==> src/rtl/core/lookahead_rms_compressor_defines.svh <==
// assertion macros for the lookahead rms compressor
`ifndef LOOKAHEAD_RMS_COMPRESSOR_DEFINES_SVH
`define LOOKAHEAD_RMS_COMPRESSOR_DEFINES_SVH

// condition must hold at every edge outside reset
`define LRC_ASSERT_ALWAYS(label, cond) \
  label: assert property (@(posedge clk) disable iff (!rst_n) (cond)) else $error("check failed");

// antecedent implies consequent in the cycle after
`define LRC_ASSERT_NEXT(label, ante, cons) \
  label: assert property (@(posedge clk) disable iff (!rst_n) (ante) |=> (cons)) else $error("check failed");

`endif

==> src/rtl/core/lrc_pkg.sv <==
// shared constants and types of the lookahead rms compressor
`default_nettype none
package lrc_pkg;
  localparam int SampleBits = 16;
  localparam int RingDepth  = 2048;
  localparam int PtrBits    = 11;
  localparam int FillBits   = 12;
  localparam int SumBits    = 41;
  localparam int MaxWindow  = 1024;
  localparam int MaxLook    = 1024;
  localparam int CfgIdxBits = 3;

  typedef logic [CfgIdxBits-1:0] cfg_idx_t;

  // register indexes of the configuration port
  localparam cfg_idx_t CFG_THRESHOLD = 3'd0;
  localparam cfg_idx_t CFG_SLOPE     = 3'd1;
  localparam cfg_idx_t CFG_BASE_GAIN = 3'd2;
  localparam cfg_idx_t CFG_ATTACK    = 3'd3;
  localparam cfg_idx_t CFG_RELEASE   = 3'd4;
  localparam cfg_idx_t CFG_WINDOW    = 3'd5;
  localparam cfg_idx_t CFG_LOOKAHEAD = 3'd6;

  // handshake between sequencer and divide/root unit
  typedef struct packed {
    logic busy;
    logic done;
  } dsq_status_t;
endpackage
`default_nettype wire

==> src/rtl/core/lrc_divsqrt.sv <==
// iterative mean division followed by a digit-by-digit square root
`default_nettype none
module lrc_divsqrt (
  input  wire logic                          clk,
  input  wire logic                          rst_n,
  input  wire logic                          start,
  input  wire logic [lrc_pkg::SumBits-1:0]   sum,
  input  wire logic [10:0]                   win,
  output lrc_pkg::dsq_status_t               status,
  output logic [15:0]                        rms
);
  typedef enum logic [1:0] {S_IDLE, S_DIV, S_SQRT, S_DONE} dsq_state_t;

  dsq_state_t state_r;
  logic [5:0]  cnt_r;
  logic [10:0] win_r;
  logic [10:0] rem_r;
  logic [lrc_pkg::SumBits-1:0] quo_r;
  logic [43:0] rad_r;
  logic [24:0] srem_r;
  logic [21:0] root_r;

  logic [11:0] div_try;
  logic [24:0] sq_try;
  logic [24:0] sq_trial;

  always_comb begin
    div_try  = {rem_r, quo_r[lrc_pkg::SumBits-1]};
    sq_try   = {srem_r[22:0], rad_r[43:42]};
    sq_trial = {1'b0, root_r, 2'b01};
  end

  always_ff @(posedge clk) begin
    if (!rst_n) begin
      state_r <= S_IDLE;
      cnt_r   <= '0;
    end else begin
      case (state_r)
        S_IDLE: begin
          if (start) begin
            state_r <= S_DIV;
            cnt_r   <= 6'(lrc_pkg::SumBits - 1);
            quo_r   <= sum;
            win_r   <= win;
            rem_r   <= '0;
          end
        end
        // one quotient bit per cycle
        S_DIV: begin
          if (div_try >= {1'b0, win_r}) begin
            rem_r <= 11'(div_try - {1'b0, win_r});
            quo_r <= {quo_r[lrc_pkg::SumBits-2:0], 1'b1};
          end else begin
            rem_r <= div_try[10:0];
            quo_r <= {quo_r[lrc_pkg::SumBits-2:0], 1'b0};
          end
          if (cnt_r == '0) begin
            state_r <= S_SQRT;
            cnt_r   <= 6'd21;
          end else begin
            cnt_r <= cnt_r - 6'd1;
          end
          srem_r <= '0;
          root_r <= '0;
        end
        // one root bit per cycle, radicand is mean times four
        S_SQRT: begin
          if (sq_try >= sq_trial) begin
            srem_r <= sq_try - sq_trial;
            root_r <= {root_r[20:0], 1'b1};
          end else begin
            srem_r <= sq_try;
            root_r <= {root_r[20:0], 1'b0};
          end
          rad_r <= {rad_r[41:0], 2'b00};
          if (cnt_r == '0) begin
            state_r <= S_DONE;
          end else begin
            cnt_r <= cnt_r - 6'd1;
          end
        end
        S_DONE: begin
          state_r <= S_IDLE;
        end
        default: state_r <= S_IDLE;
      endcase
      // load radicand on the last divide step
      if (state_r == S_DIV && cnt_r == '0) begin
        if (div_try >= {1'b0, win_r}) begin
          rad_r <= {1'b0, quo_r[lrc_pkg::SumBits-2:0], 1'b1, 2'b00};
        end else begin
          rad_r <= {1'b0, quo_r[lrc_pkg::SumBits-2:0], 1'b0, 2'b00};
        end
      end
    end
  end

  always_comb begin
    status.busy = (state_r != S_IDLE);
    status.done = (state_r == S_DONE);
    rms = (root_r[21:16] != '0) ? 16'hFFFF : root_r[15:0];
  end
endmodule
`default_nettype wire

==> config.mk <==
export PLATFORM = sky130hd
export DESIGN_NAME = lrc_divsqrt
export DESIGN_NICKNAME = d
export VERILOG_FILES = /design/src/rtl/core/lookahead_rms_compressor_defines.svh /design/src/rtl/core/lrc_pkg.sv /design/src/rtl/core/lrc_divsqrt.sv
export SDC_FILE = /design/constraint.sdc
export NUM_CORES = 1
export LEC_CHECK = 0
export BUFFER_PORTS_ARGS = -buffer_cell sky130_fd_sc_hd__buf_2
export CAP_MARGIN = 0
export CORE_MARGIN = 4
export CORE_UTILIZATION = 60
export DETAILED_ROUTE_END_ITERATION = 10
export GPL_TIMING_DRIVEN = 0
export PLACE_DENSITY = 0.86
export REMOVE_ABC_BUFFERS = 1
export SLEW_MARGIN = 20
export SYNTH_ARGS = -nofsm -noshare
export SYNTH_HDL_FRONTEND = slang
export SYNTH_SLANG_ARGS = --single-unit
==> constraint.sdc <==
create_clock -name clk -period 13.6 [get_ports clk]
set_input_delay 2.04 -clock clk [delete_from_list [all_inputs] [get_ports clk]]
set_output_delay 2.04 -clock clk [all_outputs]
set_load 0.01 [all_outputs]
==> results of run 1 <==
[per-stage QoR]
step / cells / hold WS, ns / utilization, % / total power [mW]
finish: 958 / 0.5523 / 69.51 / 2.212
global route: 958 / 0.5711 / 69.51 / 2.364
CTS: 958 / 0.5417 / 69.50 / 2.215
detailed placement: 926 / 0.5036 / 65.54 / 1.760
global placement: 920 / 0.4777 / 64.43 / 1.690
floorplan: 668 / 0.4687 / - / 1.527
[routing by layer]
metal	GRT usage, %	vias up	part of all wire [%]
met5	0	-	0.066
li1	-	2687	-
met2	38.85	140	52
met4	5.426	2	1.3
met1	26.55	2746	42
met3	6.611	25	4.9
[final timing paths]
check,end,slack (ns),cells after the start
worst min register to register,rad_r[20]$_DFFE_PP_,0.55,1
worst max-delay path,rms[8],9.36,4
worst max register to register,srem_r[11]$_SDFFCE_PN0P_,10.07,11
worst min-delay path,rad_r[20]$_DFFE_PP_,0.55,1
[Yosys cell counts, drive strengths merged, types with 5 or more instances]
| cell | n | area share (%) |
|---|---|---|
| nor3 | 10 | 0.59 |
| a21o | 12 | 1.1 |
| nor2 | 73 | 3.2 |
| clkbuf | 18 | 0.80 |
| dfxtp | 8 | 1.9 |
| xnor2 | 13 | 1.3 |
| xor2 | 8 | 0.83 |
| ha | 40 | 5.9 |
| o21a | 5 | 0.44 |
| buf | 7 | 0.55 |
| nand3 | 28 | 1.7 |
| a21oi | 30 | 1.8 |
| mux2i | 32 | 3.8 |
| inv | 54 | 2.4 |
| a211oi | 6 | 0.53 |
| o21ai | 19 | 1.2 |
| nand2 | 22 | 0.98 |
| nor2b | 18 | 1.3 |
| nand2b | 7 | 0.52 |
| mux2 | 79 | 11 |
| edfxtp | 150 | 53 |
[flip-flops by register name, summed over array words and instances, names as in the netlist]
| register | flops |
|---|---|
| rad_r | 42 |
| state_r | 2 |
| quo_r | 41 |
| cnt_r | 6 |
| rem_r | 11 |
| root_r | 22 |
| win_r | 11 |
| srem_r | 23 |
[report_power, final]
group | internal [mW] | total [mW] | leakage, nW | switching [mW]
combinational | 0.416 | 0.970 | 1.98 | 0.554
sequential | 0.736 | 0.797 | 1.47 | 0.0610
clock | 0.251 | 0.445 | 0.265 | 0.194
[cells by family after synthesis]
| logic type | synth area share [%] |
|---|---|
| compound gates | 8.261 |
| xor+xnor | 2.180 |
| fa+ha+maj | 6.169 |
| buf+inv | 3.752 |
| flops | 55.29 |
| mux | 14.34 |
| simple gates | 10.01 |
[worst register-to-register path: stages, from the launching register on]
cell and delay [ns]:
sky130_fd_sc_hd__edfxtp_1 0.37, sky130_fd_sc_hd__inv_1 0.12, sky130_fd_sc_hd__ha_1 0.32, sky130_fd_sc_hd__a21oi_1 0.16, sky130_fd_sc_hd__o21ai_0 0.16, sky130_fd_sc_hd__o31ai_2 0.49, sky130_fd_sc_hd__o31a_1 0.27, sky130_fd_sc_hd__o21ai_2 0.09
sky130_fd_sc_hd__o211ai_1 0.20, sky130_fd_sc_hd__a21o_2 0.67, sky130_fd_sc_hd__mux2i_1 0.34, sky130_fd_sc_hd__nor2_1 0.07
[area by class of cell]
cell class | instances | area (um2)
flip-flops and latches | 158 | 4664
well taps | 180 | 225.2
multi-input cells | 456 | 3507
clock buffers | 18 | 429.2
clock inverters | 14 | 117.6
fillers | 926 | 4215
repair buffers | 78 | 465.4
inverters | 54 | 202.7
==> results.ini, run 1 <==
[status]
run_status = finished, final reports clean

[critical_path]
critical-path-top-delay-family = simple AND/OR/NAND/NOR gates
critPathRequiredTime_ns = 11.56
launch_point_of_the_worst_reg_to_reg_path = root_r[6]$_SDFFCE_PN0P_
worst-path-max-fanout = 10
ordered_list_of_cells_on_the_worst_path = nor4_2 -> buf_4 -> nand3_1 -> buf_2
cp.arrival_ns = 2.20
crit_path_max_incr_delay_ns = 0.78
critical_path.startpoint = root_r[18]$_SDFFCE_PN0P_
buf_inv_stages_crit_path = 2
timing.critical_path.slowest_stage_cell = sky130_fd_sc_hd__nor4_2
worst_setup_path_start_kind = register
endpoint_kind = output port
worst-setup-path-type = register to output port

[clock_network]
cts-root-buf = sky130_fd_sc_hd__clkbuf_16
cts-resized-gates = 0
clock_path_buffers = 2
numCtsBuffers = 17
clk-insertion-delay-late_ns = 0.43
tritoncts = built
htree_levels = 4
clock-sinks = 158
post_cts_hold_buffer_count = 0
clkTransAtPathRegs_ns = 0.06
postCtsSetupRepairBufs = 0

[finish]
layout_common_cells = sky130_fd_sc_hd__edfxtp_1 (150), sky130_fd_sc_hd__mux2_2 (79), sky130_fd_sc_hd__nor2_1 (72), sky130_fd_sc_hd__buf_2 (72), sky130_fd_sc_hd__inv_1 (53)
finish.net_count = 861
areaGrowthSynthToFinish_pct = 13.93
antenna_cells_inserted = 0
layout.cell_area.non_filler_um2 = 9612
post_route_cells_drive_above_1_share_pct = 25.58
layout_commonest_cell = sky130_fd_sc_hd__edfxtp_1

[grt]
grt_pass1_vias = 5759
grt.total_usage_pct = 22.03
overflow = 0
wire_length_of_the_first_global_routing_pass_mm = 28.18
antenna_found_initial = 1
grt_start_max_net_pins = 61

[placed_design]
placed_cell_area_um2 = 9062
dp_slack_ns = 9.803
place.gp.congestion = 0.9172
buffers_on_ports = 72
place.detailed.hpwl_mm = 11.30

[timing]
count_of_final_hold_check_violations = 0
setup_total_negative_slack_ns = 0
achievable-frequency_ghz = 0.2360
unrepaired_setup_endpoints_after_global_routing = no
final_setup_violations = 0
worstMarginPinSlew_ns = 0.8831
drv_slew = 0
max_slew_margin_pct = 41.12
skew_ns = 0.01349
min_period_ns = 4.238
period_share_pct = 31.16
fin_ws_ns = 9.362

[die]
die-height_um = 126.6
core-area_um2 = 13830
rows = 43
floorplan.die_area_um2 = 16020
initial_core_util_pct = 61.02
dieWidth_um = 126.6
io_pins = 73

[pwr]
powerDensity_nw_per_um2 = 230.1
peakVddDrop_uv = 141.5
leakage_nw = 3.717

[synth]
async_reset_ff_share_pct = 0
synthCells = 693
synth_cell_types = 53
syn_area_um2 = 8437
yosys_warnings = 0
synth-edff-count = 150
seq_area_frac_synth_pct = 55.29
postSynthRegisterBits = 158
avgSynthCellArea_um2 = 12.17
synth_top_flop_cell = sky130_fd_sc_hd__edfxtp_1

[run]
drv.max_cap_violation_count = 0

[detailed_routing]
antenna_violating_nets_post_route = 0
drcViolationCount = 0
route.detailed.wl_per_inst_um = 17.40
drt_pre_antenna_iters = 5
num_vias = 5600
drt-initial-drc-count = 427
routed_via_density = 5.846
route.final.wire_length_mm = 16.67

[hold_path]
worst_hold_path_type = register to register
worst_hold_launch = rad_r[18]$_DFFE_PP_

Note: power is estimated with default switching activity, not from simulation.
==> inputs of run 2 (changes only) <==
--- a/config.mk
+++ b/config.mk
@@ -5,6 +5,7 @@
 export SDC_FILE = /design/constraint.sdc
 export NUM_CORES = 1
 export LEC_CHECK = 0
+export ABC_AREA = 1
 export BUFFER_PORTS_ARGS = -buffer_cell sky130_fd_sc_hd__buf_2
 export CAP_MARGIN = 0
 export CORE_MARGIN = 4
==> constraint.sdc (replaced) <==
create_clock -name clk -period 3.9 [get_ports clk]
set_input_delay 0.585 -clock clk [delete_from_list [all_inputs] [get_ports clk]]
set_output_delay 0.585 -clock clk [all_outputs]
set_load 0.01 [all_outputs]
==> results.ini, run 2 <==
[clock_network]
postCtsSetupRepairBufs = 0
tritoncts = built
clock_path_buffers = 2
cts-root-buf = sky130_fd_sc_hd__clkbuf_16
clkTransAtPathRegs_ns = 0.07
clock-sinks = 158
clk-insertion-delay-late_ns = 0.45
numCtsBuffers = 17
htree_levels = 4
post_cts_hold_buffer_count = 0
cts-resized-gates = 0

[finish]
antenna_cells_inserted = 0
seq_area_um2 = 4664
top_regs = rad_r x42, quo_r x41, srem_r x23
finish.net_count = 1321
final.fill_count = 1107
layout_common_cells = sky130_fd_sc_hd__nand2_1 (483), sky130_fd_sc_hd__inv_1 (152), sky130_fd_sc_hd__edfxtp_1 (150)
post_route_cells_drive_above_1_share_pct = 11.79
areaGrowthSynthToFinish_pct = 13.32
largest-register = rad_r
area_used_by_multi_input_combinational_logic_um2 = 3879
largest_register_ff_count = 42
layout_commonest_cell = sky130_fd_sc_hd__nand2_1

[critical_path]
launch_point_of_the_worst_reg_to_reg_path = state_r[1]$_SDFFE_PN0P_
ordered_list_of_cells_on_the_worst_path = inv_1 -> ha_2 -> buf_12 -> inv_2 -> nor2_4 -> inv_2 -> a21oi_4 -> buf_16
crit_path_max_incr_delay_ns = 0.60
critPathRequiredTime_ns = 4.05
timing.critical_path.slowest_stage_cell = sky130_fd_sc_hd__nor2_4
critical_path.startpoint = state_r[1]$_SDFFE_PN0P_
critical-path-top-delay-family = buffers and inverters
cp.arrival_ns = 3.77
worst-setup-path-type = register to register
critPathMostFrequentCell = sky130_fd_sc_hd__inv_2
worst-path-max-fanout = 45
endpoint_kind = register
buf_inv_stages_crit_path = 5
worst_setup_path_start_kind = register

[synth]
synth-edff-count = 150
yosys_warnings = 0
synth_fa_ha_area_share_pct = 5.618
async_reset_ff_share_pct = 0
syn_area_um2 = 9265
synth.cells.most_frequent = sky130_fd_sc_hd__nand2_1 (483), sky130_fd_sc_hd__inv_1 (153), sky130_fd_sc_hd__edfxtp_1 (150)
seq_area_frac_synth_pct = 50.34
synth_top_flop_cell = sky130_fd_sc_hd__edfxtp_1
synthCells = 1153
yosys-mux-area-fraction_pct = 0
synth_top_area_share_pct = 48.62
post-synth-top-count-cell = sky130_fd_sc_hd__nand2_1
synth_cell_types = 38
post_synth_main_area_contributors = sky130_fd_sc_hd__edfxtp_1 (49%), sky130_fd_sc_hd__nand2_1 (20%), sky130_fd_sc_hd__inv_1 (6.2%), sky130_fd_sc_hd__ha_1 (5.4%), sky130_fd_sc_hd__nor2_1 (4.4%)
synth_top_family_by_area = simple AND/OR/NAND/NOR gates
synth_largest_area_cell = sky130_fd_sc_hd__edfxtp_1
avgSynthCellArea_um2 = 8.036
synth_xor_area_share_pct = 1.891
postSynthRegisterBits = 158
synth_simple_gate_area_share_pct = 30.25
synth_area_in_compound_gates_pct = 3.646

[detailed_routing]
drcViolationCount = 0
route.final.wire_length_mm = 20.91
num_vias = 7596
route.detailed.wl_per_inst_um = 14.66
routed_via_density = 5.327
drt-initial-drc-count = 675
drt_pre_antenna_iters = 5
antenna_violating_nets_post_route = 0

[grt]
grt.total_usage_pct = 23.92
grt_pass1_vias = 7211
wire_length_of_the_first_global_routing_pass_mm = 34.12
grt_use_met3_pct = 3.282
antenna_found_initial = 0
grt_util_met1_pct = 29.76
overflow = 0
grt_start_max_net_pins = 46
global_route.usage.met2_pct = 42.67
grt_most_used_layer = met2

[timing]
unrepaired_setup_endpoints_after_global_routing = no
final_setup_violations = 0
achievable-frequency_ghz = 0.2763
worstMarginPinSlew_ns = 1.091
count_of_final_hold_check_violations = 0
setup_total_negative_slack_ns = 0
fin_ws_ns = 0.2802
skew_ns = 0.01069
period_share_pct = 92.82
max_slew_margin_pct = 27.16
drv_slew = 0
min_period_ns = 3.620

[placed_design]
buffers_on_ports = 72
dp_slack_ns = 0.08405
place.detailed.hpwl_mm = 14.13
place.gp.congestion = 0.9072

[die]
initial_core_util_pct = 61.17
rows = 45
floorplan.die_area_um2 = 17490
dieWidth_um = 132.3
die-height_um = 132.3
core-area_um2 = 15150
io_pins = 73

[pwr]
peakVddDrop_uv = 605.3
leakage_nw = 5.074
powerDensity_nw_per_um2 = 794.5

[hold_path]
worst_hold_launch = win[8]
worst_hold_path_type = input port to register

[status]
run_status = finished, final reports clean

[run]
drv.max_cap_violation_count = 0

[run 2: changes by cell type after synthesis, sizes merged, moves of 10 or more]
| cell | delta |
|---|---|
| inv | +103 |
| nor2 | +39 |
| xor2 | +11 |
| buf | +10 |
| mux2i | -32 |
| nand3b | +17 |
| nor2b | -18 |
| xnor2 | -12 |
| mux2 | -79 |
| nand2 | +469 |
[run 2: final timing paths]
kind	end	slack, ns	cells after the start
setup reg to reg	rad_r[36]$_DFFE_PP_	0.28	8
setup / recovery	rad_r[36]$_DFFE_PP_	0.28	8
hold reg to reg	cnt_r[1]$_SDFFE_PN0P_	0.51	2
hold / removal	win_r[8]$_DFFE_PP_	0.31	1
[run 2: metal layers]
layer  up-vias  share of wire, %
met2       259                50
met3        44               5.2
li1       3786                 -
met4         0               2.4
met5         -                 0
met1      3507                43
[run 2: cells by family after synthesis]
logic type,Yosys count
buf+inv,189
flops,158
xor+xnor,20
simple gates,683
fa+ha+maj,41
compound gates,62
[run 2: final cells by class]
type / count / area share, %
Inverter: 157 / 5.613
Clock buffer: 17 / 4.052
Sequential cell: 158 / 44.43
Tap cell: 188 / 2.241
Timing Repair Buffer: 84 / 5.208
Multi-Input combinational cell: 807 / 36.94
Clock inverter: 15 / 1.514
[run 2: power breakdown]
part	switching (mW)	total, mW	internal, mW
sequential	0.220	2.84	2.62
combinational	2.58	3.82	1.24
clock	0.820	1.68	0.860
[run 2: through the flow]
| step | utilization (%) | hold slack, ns | instances | power, mW | area (um2) |
|---|---|---|---|---|---|
| finish | 69.32 | 0.3080 | 1426 | 8.341 | 10500 |
| global route | 69.32 | 0.3130 | 1426 | 8.953 | 10500 |
| CTS | 69.26 | 0.3048 | 1425 | 8.313 | 10490 |
| detailed placement | 65.40 | 0.4964 | 1393 | 6.589 | 9906 |
| global placement | 63.95 | 0.4812 | 1381 | 6.319 | 9686 |
| floorplan | - | 0.4585 | 1121 | 5.527 | 9090 |
